==> src/sv/agc_queue.sv <==
`default_nettype none
module agc_queue #(
  parameter int WIDTH = 36
) (
  input  wire logic             clk,
  input  wire logic             rst,
  input  wire logic             push,
  input  wire logic [WIDTH-1:0] push_data,
  input  wire logic             pop,
  output logic                  full,
  output logic                  empty,
  output logic [WIDTH-1:0]      head
);

  logic [WIDTH-1:0] entry [2];
  logic             wr_ptr;
  logic             rd_ptr;
  logic [1:0]       count;

  assign full  = (count == 2'd2);
  assign empty = (count == 2'd0);
  assign head  = entry[rd_ptr];

  always_ff @(posedge clk) begin
    if (push) begin
      entry[wr_ptr] <= push_data;
    end
  end

  always_ff @(posedge clk) begin
    if (rst) begin
      wr_ptr <= 1'b0;
      rd_ptr <= 1'b0;
      count  <= 2'd0;
    end else begin
      if (push) begin
        wr_ptr <= ~wr_ptr;
      end
      if (pop) begin
        rd_ptr <= ~rd_ptr;
      end
      case ({push, pop})
        2'b10:   count <= count + 2'd1;
        2'b01:   count <= count - 2'd1;
        default: count <= count;
      endcase
    end
  end

endmodule
`default_nettype wire

==> config.mk <==
export PLATFORM = sky130hd
export DESIGN_NAME = agc_queue
export DESIGN_NICKNAME = d
export VERILOG_FILES = /design/src/sv/agc_queue.sv
export SDC_FILE = /design/constraint.sdc
export NUM_CORES = 1
export LEC_CHECK = 0
export ABC_CLOCK_PERIOD_IN_PS = 2700
export BUFFER_PORTS_ARGS = -buffer_cell sky130_fd_sc_hd__buf_2
export CAP_MARGIN = 30
export CORE_AREA = 2 2 104 66
export DETAILED_ROUTE_END_ITERATION = 7
export DIE_AREA = 0 0 106 68
export PLACE_DENSITY = 0.73
export SLEW_MARGIN = 15
export SYNTH_ARGS = -nofsm -noshare
export SYNTH_HDL_FRONTEND = slang
export SYNTH_SLANG_ARGS = --single-unit
==> constraint.sdc <==
create_clock -name clk -period 2.7 [get_ports clk]
set_input_delay 0.675 -clock clk [delete_from_list [all_inputs] [get_ports clk]]
set_output_delay 0.675 -clock clk [all_outputs]
set_load 0.005 [all_outputs]
==> flow_summary.ini <==
[floorplan]
coreArea_um2 = 6360
die_y_um = 68
io_pins = 78
rows = 23
dieArea_um2 = 7210
die_w_um = 106
start_util = 0.439

[sta]
setup_tns_ns = 0
final-max-slew-violation-count = 0
finalCritPeriodShare = 0.837
worst_pin_slew_ns = 0.501
whs_ns = 0.508
slew_headroom = 0.666
rsz0062_at_grt = no
post-route-min-period_ns = 2.26
fin_worst_skew_ns = 0.00588
finalHoldViolCount = 0
fmax_ghz = 0.443
setup_viol = 0

[flow_run]
maxCapViolCount = 0

[yosys]
ys_seq_area_frac = 0.810
synth_cells = 134
syn_avg_cell_area_um2 = 20.8
ys_types = 14
ys_seq_elements = 77
yosysWarnings = 0
netlist_area_um2 = 2790
syn_nets = 175

[routing]
wirelength_mm = 4.51
post_drt_wl_per_cell_um = 14.4
num_vias = 1453
ant_nets = 0
viasPerCell = 4.64
dr.first_iter.drc_count = 38
drc = 0
drt-pass1-iter-count = 2

[worst_hold_path]
min-delay-start = count[1]
hold_path.class = reg2reg
whs_path_depth = 2
holdPathEnd = count[1]

[critical_path]
arrival_ns = 1.58
reg2reg_depth = 2
end_kind = output pin
reg2reg_setup_slack_ns = 1.28
r2r-end = entry[1][7]
slowest_stage = dfxtp_2
crit_required_ns = 2.03
r2r-start = wr_ptr
cp-start-kind = flip-flop
cp_cell_sequence = buf_12, mux2_2, buf_2
critical_path.max_stage_delay_ns = 0.50
critPathMaxFanout = 26
path_class = reg2out

[cells_and_area]
nets = 262
layout_commonest_cell = buf_2
final_cell_mix = 77 x buf_2, 72 x edfxtp_1, 36 x mux2_2
instances_no_fill = 313
drive_above_1_share = 0.602
syn2layout_area_growth_pct = 25.9
antenna_cells = 0
nFillCells = 525

[global_route]
grt_pass1_vias = 1452
grt_overflow = 0
antenna_found_initial = 0
grt_pass1_wl_mm = 6.97
gr-usage-all-layers = 0.136
grt_max_degree = 37

[cts]
clock_latency_ns = 0.34
numCtsBuffers = 9
post_cts_resized = 0
cts.path.max_buffers = 2
cts_tree = done
htree_levels = 3
clkTransAtPathRegs_ns = 0.07
root_buffer = clkbuf_8
post_cts_buffers = 0
holdBufCountCts = 0
cts_sinks = 77

[placed_design]
place_congestion = 0.662
post-dp-hpwl_mm = 2.89
place_inst = 297
io_buffers = 77

[power_and_ir_drop]
p_per_area_nw_per_um2 = 709
ir_drop_uv = 352
leakage_nw = 1.33

[run_status]
outcome = complete, no violations
power by group:
group | internal, mW | switching (mW)
combinational | 0.143 | 0.121
clock | 0.421 | 0.395
sequential | 1.39 | 0.0255
routing by layer:
| metal | GRT usage | wire [µm] | vias up |
|---|---|---|---|
| li1 | - | - | 689 |
| met1 | 0.164 | 1970 | 699 |
| met2 | 0.198 | 2000 | 57 |
| met3 | 0.0790 | 478 | 8 |
| met4 | 0.0641 | 66 | 0 |
| met5 | 0 | 0 | - |
flip-flops by register name, indices dropped and copies added (netlist names), named ones only:
register / count
count: 2
entry: 72
rd_ptr: 1
wr_ptr: 1
per-stage QoR:
stage               area [µm²]   util  setup WS (ns)  power (mW)
global placement          3320  0.523          0.799        1.70
global route              3510  0.553          0.348        2.60
finish                    3510  0.553          0.440        2.49
floorplan                 2790      -         0.0229        1.57
CTS                       3510  0.553          0.396        2.53
detailed placement        3320  0.523          0.790        1.71
layout make-up:
type / instances / area, µm² / share of cell area
multi-input cells: 52 / 515 / 0.147
clock buffers: 9 / 124 / 0.0352
well taps: 87 / 109 / 0.0310
inverters: 1 / 3.75 / 0.00107
flip-flops and latches: 77 / 2260 / 0.644
clock inverters: 7 / 66.3 / 0.0189
repair buffers: 80 / 433 / 0.123
logic make-up after synthesis:
group,count (synthesis),synth area share
DFF,77,0.810
muxes,36,0.145
and+or+nand+nor,9,0.0157
buffers and inverters,5,0.00851
xor gates and xnor gates,4,0.0125
AOI/OAI and AO/OA,2,0.00358
adders and majority gates,1,0.00448
how the worst max path moves through the flow:
stage                  endpoint  cells after the start
floorplan           entry[0][0]                      2
finish                  head[6]                      3
CTS                     head[9]                      3
detailed placement      head[9]                      3
global placement        head[6]                      3
global route            head[9]                      3
worst max-delay path, delay by kind of cell, from the launching register on:
kind / cells / cell delay, ns
mux: 1 / 0.36
buf+inv: 2 / 0.37
flops: 1 / 0.50
cells in the mapped netlist, drive strengths merged:
library cell | number | area (µm²)
xnor2 | 3 | 26.3
a21oi | 1 | 5.00
buf | 4 | 20.0
dfxtp | 5 | 100
o21ai | 1 | 5.00
xor2 | 1 | 8.76
and2 | 1 | 6.26
edfxtp | 72 | 2160
nor2 | 6 | 22.5
ha | 1 | 12.5
inv | 1 | 3.75
mux2 | 36 | 405
and2b | 1 | 8.76
or3 | 1 | 6.26
Power figures use the tool's default switching activity.
