$ cat src/sv/agc_front.sv
`default_nettype none
module agc_front #(
  parameter int BIAS_WINDOW_SHIFT = 18,
  parameter int SAMPLE_BITS       = 16
) (
  input  wire logic                          clk,
  input  wire logic                          rst,
  input  wire logic                          accept,
  input  wire logic signed [SAMPLE_BITS-1:0] x_i,
  input  wire logic signed [SAMPLE_BITS-1:0] x_q,
  output logic signed [SAMPLE_BITS+1:0]      d_i,
  output logic signed [SAMPLE_BITS+1:0]      d_q
);

  localparam int BW = SAMPLE_BITS + BIAS_WINDOW_SHIFT + 2;
  localparam int DW = SAMPLE_BITS + 2;
  localparam logic signed [BW-1:0] HALF = BW'(1) <<< (BIAS_WINDOW_SHIFT - 1);

  logic signed [BW-1:0] bias_real;
  logic signed [BW-1:0] bias_imag;
  logic signed [BW-1:0] bias_real_next;
  logic signed [BW-1:0] bias_imag_next;
  logic signed [BW-1:0] est_i;
  logic signed [BW-1:0] est_q;

  always_comb begin
    bias_real_next = bias_real - (bias_real >>> BIAS_WINDOW_SHIFT) + BW'(x_i);
    bias_imag_next = bias_imag - (bias_imag >>> BIAS_WINDOW_SHIFT) + BW'(x_q);
    est_i = (bias_real_next + HALF) >>> BIAS_WINDOW_SHIFT;
    est_q = (bias_imag_next + HALF) >>> BIAS_WINDOW_SHIFT;
    d_i = DW'(BW'(x_i) - est_i);
    d_q = DW'(BW'(x_q) - est_q);
  end

  always_ff @(posedge clk) begin
    if (rst) begin
      bias_real <= '0;
      bias_imag <= '0;
    end else if (accept) begin
      bias_real <= bias_real_next;
      bias_imag <= bias_imag_next;
    end
  end

endmodule
`default_nettype wire

$ cat config.mk
export PLATFORM = sky130hd
export DESIGN_NAME = agc_front
export DESIGN_NICKNAME = d
export VERILOG_FILES = /design/src/sv/agc_front.sv
export SDC_FILE = /design/constraint.sdc
export NUM_CORES = 1
export LEC_CHECK = 0
export ABC_AREA = 1
export BUFFER_PORTS_ARGS = -buffer_cell sky130_fd_sc_hd__buf_4
export CAP_MARGIN = 20
export CORE_MARGIN = 5
export CORE_UTILIZATION = 45
export CTS_BUF_LIST = sky130_fd_sc_hd__clkbuf_16
export CTS_CLUSTER_DIAMETER = 40
export DETAILED_ROUTE_END_ITERATION = 12
export HOLD_SLACK_MARGIN = 0.02
export PLACE_DENSITY = 0.73
export SYNTH_ARGS = -nofsm -noshare
export SYNTH_HDL_FRONTEND = slang
export SYNTH_SLANG_ARGS = --single-unit
$ cat constraint.sdc
create_clock -name clk -period 10.9 [get_ports clk]
set_clock_uncertainty 0.05 [all_clocks]
set_input_delay 2.725 -clock clk [delete_from_list [all_inputs] [get_ports clk]]
set_output_delay 2.725 -clock clk [all_outputs]
set_load 0.01 [all_outputs]
==> results.md, run 1 <==
- Nets: 2444
- Worst r2r src: bias_imag[35]
- CTS root buffer: clkbuf_16
- Synth Register Bits: 72
- Core footprint: 27900 sq um
- Initial antenna violation count: 0
- Status: finished clean
- Worst Tran Pin Value: 0.760 ns
- Worst hold-check path type: reg -> reg
- Crit path from: x_q[15]
- CP Capture Type: output port
- Layout cell share with drive strength beyond 1: 8.74%
- Mapped Cells: 2149
- Fmax: 0.0945 GHz
- Dpl hpwl: 38700 um
- Grt ovf: 0
- Routed WL: 44800 um
- Crit share post-route: 97.1%
- Slew Limit Fails: 0
- Skew-Pair Late Insertion Delay: 0.35 ns
- ANT cells: 0
- Drt wl/cell: 17.2 um
- Routed vias: 13200
- Leading area contributor after synthesis: inv_1
- Crit path largest cell delay: 0.56 ns
- Vias in the first global route: 12700
- Die ar.: 31900 sq um
- Post-DP Area: 13900 sq um
- Syn-to-layout area delta: 11.2%
- Hold Startpoint: bias_imag[0]
- Post-route cell area: 14200 sq um
- Net count after synthesis: 2366
- Maximum Capacitance Violations: 0
- Io pins: 71
- Period minus WS final: 10.58 ns
- Crit path kind: in -> out
- Fin. Hold Viols: 0
- CP dominant cell by count: nand2_1
- Largest net degree at the start of global routing: 81
- Ys Warns: 0
- Die H: 179 um
- Clock buffer count from CTS: 9
- Average size of a mapped cell: 5.96 sq um
- Routability cong.: 0.979
- CP max-delay cell: fa_1
- Setup-failing EPs final: 0
- Share of the synthesized area in the top cell type: 16.9%
- Async SR Flop Fraction: 0%
- CTS Sinks: 72
- Top cells by instance count after synthesis: inv_1, nand2_1, a21oi_1
- Pre-antenna DRT Iters: 5
- Htree depth: 3
- Global-route wire length before repair: 68700 um
- Antenna viol nets, final: 0
- Buffers on Ports: 70
- TritonCTS clock tree: done
- Sequential area share after synthesis: 11.3%
- GRT Overall Usage: 28.2%
- Buffer depth of the longest clock path: 2
- Data arrival time of the worst path: 7.81 ns
- Initial DRC count: 795
- Synth area leaders: inv_1, nand2_1, dfxtp_1, fa_1, ha_1
- Post-synth top flop: dfxtp_1
- Initial Utilization: 45.8%
- Relative slew slack: 49.3%
- Post-synth EDFFs: 0
- FP Rows: 61
- CTS clk-pin slew, worst paths: 0.06 ns
- Worst Path Required: 8.12 ns
- Synthesized area: 12800 sq um
- Drt via density: 5.04
- Die X: 179 um
- CTS Hold Bufs: 0
- Synth cell types: 40
- Startpoint types: input port
- DRC viols: 0
- Worst Path Max Fanout: 9
critical path, delay by kind of cell:
kind	cells	cell delay (ns)
simple gates	14	1.87
fa+ha+maj	3	1.33
buf+inv	7	0.94
compound gates	4	0.56
xor+xnor	2	0.37
flip-flops by register name (all words and copies together) (netlist names):
register and cells:
bias_imag 36, bias_real 36
cell type report:
cell class	instances	area [sq um]
Fill cell	2974	13700
Multi-Input combinational cell	1474	9200
Inverter	580	2180
Sequential cell	72	1440
Timing Repair Buffer	90	683
Tap cell	378	473
Clock buffer	9	225
Clock inverter	7	38.8
cells in the final DEF (no fill, tap or decap), types with 4 or more instances in the layout:
| cell | instances |
|---|---|
| dfxtp_1 | 72 |
| nand2_1 | 575 |
| clkinv_2 | 5 |
| nor3_1 | 7 |
| inv_1 | 575 |
| nor2_4 | 9 |
| a21oi_1 | 154 |
| ha_1 | 109 |
| nand2_2 | 24 |
| xnor2_1 | 12 |
| nor2_1 | 109 |
| o21ai_0 | 91 |
| nand3_1 | 100 |
| nor3_2 | 5 |
| nand4_1 | 30 |
| and2_1 | 5 |
| o21ai_1 | 4 |
| o21bai_1 | 11 |
| o211ai_1 | 7 |
| nor2_2 | 29 |
| clkinv_1 | 4 |
| nand3_2 | 8 |
| xor2_1 | 75 |
| clkbuf_16 | 9 |
| nand3b_1 | 7 |
| fa_1 | 72 |
| buf_4 | 88 |
layer usage:
metal	vias up	part of all wire, %	track usage (%)
met5	-	0	0
met4	0	7.4	16.9
met3	130	3.2	2.26
met2	360	50	51.2
met1	5996	39	32.1
li1	6665	-	-
logic make-up (layout without fill, tap and decap cells):
logic type               after synthesis  after routing  share of synthesized area (%)
AO/OA/AOI/OAI                        287            287                           11.9
XOR/XNOR                              90             90                           6.33
adder cells (fa/ha/maj)              182            182                           22.0
buffers and inverters                603            686                           17.7
flip-flops                            72             72                           11.3
AND/OR/NAND/NOR                      915            915                           30.8
path summary, 6_finish.rpt:
path	endpoint	slack (ns)	cells after the start
worst max register to register	bias_imag[34]	7.26	15
worst min-delay path	bias_imag[0]	0.42	2
worst min register to register	bias_imag[0]	0.42	2
worst max-delay path	d_q[11]	0.32	30
metrics by stage:
stage	TNS [ns]	utilization (%)	hold WS [ns]	std cells	worst slack, ns
6_report	0	51.0	0.423	2610	0.320
5_1_grt	-0.0112	51.0	0.451	2610	-0.0112
4_1_cts	0	50.5	0.421	2608	0.00772
3_5_place_dp	0	49.6	0.412	2592	0.0451
3_3_place_gp	0	49.6	0.398	2592	0.0589
2_1_floorplan	0	-	0.390	2149	0.366
what timing repair did:
| item | CTS | global route |
|---|---|---|
| gates resized for setup | 0 | 34 |
| setup endpoints to repair | 0 | 10 |
| buffers inserted | 0 | 2 |
Power of run 1 is left out: the tool's default activity adds up to more than one toggle a clock period on the data nets, which glitch-free logic cannot reach.
==> run 2: changes to the inputs <==
--- a/config.mk
+++ b/config.mk
@@ -15,6 +15,7 @@
 export DETAILED_ROUTE_END_ITERATION = 12
 export HOLD_SLACK_MARGIN = 0.02
 export PLACE_DENSITY = 0.73
+export RECOVER_POWER = 50
 export SYNTH_ARGS = -nofsm -noshare
 export SYNTH_HDL_FRONTEND = slang
 export SYNTH_SLANG_ARGS = --single-unit
==> run 2 against run 1 <==
  * The run now ends with capacitance limit, slew limit left
  * Worst hold slack gained 0.0014 ns
  * Sequential share of layout area hardly changed
  * Highest routed layer unchanged
  * Critical path depth is the same
  * First-iteration DRC count is 1.0% lower
  * Die area did not move
  * Utilization is essentially flat
  * Clock-buffer cell count unchanged
  * Largest cell class unchanged
  * Global-route usage did not move
  * Register-to-register slack barely moved
  * Fmax hardly changed
  * Non-clock buffer count did not move
==> results.md, run 2 (synthesized netlist as in run 1, its figures left out) <==
- TritonCTS clock tree: done
- Crit path max-delay family: simple AND/OR/NAND/NOR gates
- DRC viols: 0
- Crit share post-route: 97.1%
- Routed vias: 13100
- Post-layout util: 51.0%
- Reg area: 1440 sq um
- CP Capture Type: output port
- CTS Sinks: 72
- Setup-failing EPs final: 0
- Worst hold-check path type: reg -> reg
- Nets: 2444
- Period minus WS final: 10.59 ns
- Die ar.: 31900 sq um
- Slew Limit Fails: 132
- Pre-antenna DRT Iters: 5
- Core footprint: 27900 sq um
- Htree depth: 3
- Crit path kind: in -> out
- Fmax: 0.0944 GHz
- Layout cell share with drive strength beyond 1: 8.65%
- Fillers: 2975
- Status: complete, but fails checks
- Startpoint types: input port
- Buffers on Ports: 70
- Worst Path Max Fanout: 9
- FP Rows: 61
- Initial Utilization: 45.8%
- CTS Hold Bufs: 0
- Worst r2r src: bias_imag[35]
- Syn-to-layout area delta: 11.2%
- CTS root buffer: clkbuf_16
- Registers with the most flip-flops: bias_imag x36, bias_real x36
- Io pins: 71
- Fin. Hold Viols: 0
- Relative slew slack: -112%
- Grt ovf: 0
- CTS clk-pin slew, worst paths: 0.06 ns
- Antenna viol nets, final: 0
- Die H: 179 um
- Failing checks: capacitance limit, slew limit
- Routed WL: 44900 um
- Largest net degree at the start of global routing: 81
- Hold Startpoint: bias_imag[0]
- ANT cells: 0
- Most frequent cells in the layout: nand2_1, inv_1, a21oi_1, nor2_1, ha_1
- Crit path from: x_q[15]
- Maximum Capacitance Violations: 2
- Routability cong.: 0.979
- Initial antenna violation count: 0
- Worst Path Required: 8.12 ns
- Crit path largest cell delay: 0.56 ns
- Dpl hpwl: 38700 um
- Buffer depth of the longest clock path: 2
- Global-route wire length before repair: 68700 um
- Bufs and invs on worst path: 7
- Non-Filler Instances: 2610
- CP dominant cell by count: nand2_1
- Vias in the first global route: 12700
- Placed cell count: 2592
- CP max-delay cell: fa_1
- Clock buffer count from CTS: 9
- Drt via density: 5.03
- Setup TNS: 0 ns
- Skew-Pair Late Insertion Delay: 0.35 ns
- Worst Tran Pin Value: 3.18 ns
- GRT Overall Usage: 28.2%
- Initial DRC count: 787
- Die X: 179 um
- Data arrival time of the worst path: 7.81 ns
- Drt wl/cell: 17.2 um
- Multi-input gate area: 9200 sq um
[run 2: worst paths after layout]
check,endpoint,slack [ns],cells after the start
min,bias_imag[0],0.42,2
max reg2reg,bias_imag[34],7.27,15
min reg2reg,bias_imag[0],0.42,2
max,d_q[11],0.31,30
[run 2: repair_timing]
item / CTS / global route
gates resized for setup: 0 / 34
setup endpoints to repair: 0 / 10
setup buffers: 0 / 2
[run 2: layout make-up]
type	instances	share of cell area, %
clock buffers	9	1.58
clock inverters	7	0.272
inverters	580	15.3
multi-input cells	1474	64.6
flip-flops and latches	72	10.1
well taps	378	3.32
repair buffers	90	4.75
[run 2: worst reg2reg max path: cells and delay by family (launching register included)]
kind	cells	cell delay [ns]
fa+ha+maj	2	0.67
flops	1	0.77
simple gates	7	1.21
compound gates	1	0.15
buf+inv	5	0.67
[run 2: through the flow]
| step | cell area [sq um] | hold slack [ns] | worst slack, ns |
|---|---|---|---|
| 2_1_floorplan | 12800 | 0.390 | 0.366 |
| 3_3_place_gp | 13900 | 0.398 | 0.0589 |
| 3_5_place_dp | 13900 | 0.412 | 0.0451 |
| 4_1_cts | 14100 | 0.421 | 0.00772 |
| 5_1_grt | 14200 | 0.451 | -0.0112 |
| 6_report | 14200 | 0.424 | 0.311 |
[run 2: routing by layer]
| layer | global-route usage [%] | vias up | wire length, um |
|---|---|---|---|
| li1 | - | 6660 | - |
| met1 | 32.1 | 6006 | 17700 |
| met2 | 51.2 | 348 | 22500 |
| met3 | 2.26 | 121 | 1530 |
| met4 | 16.9 | 0 | 3160 |
| met5 | 0 | - | 0 |
Power of run 2 is left out for the same reason.
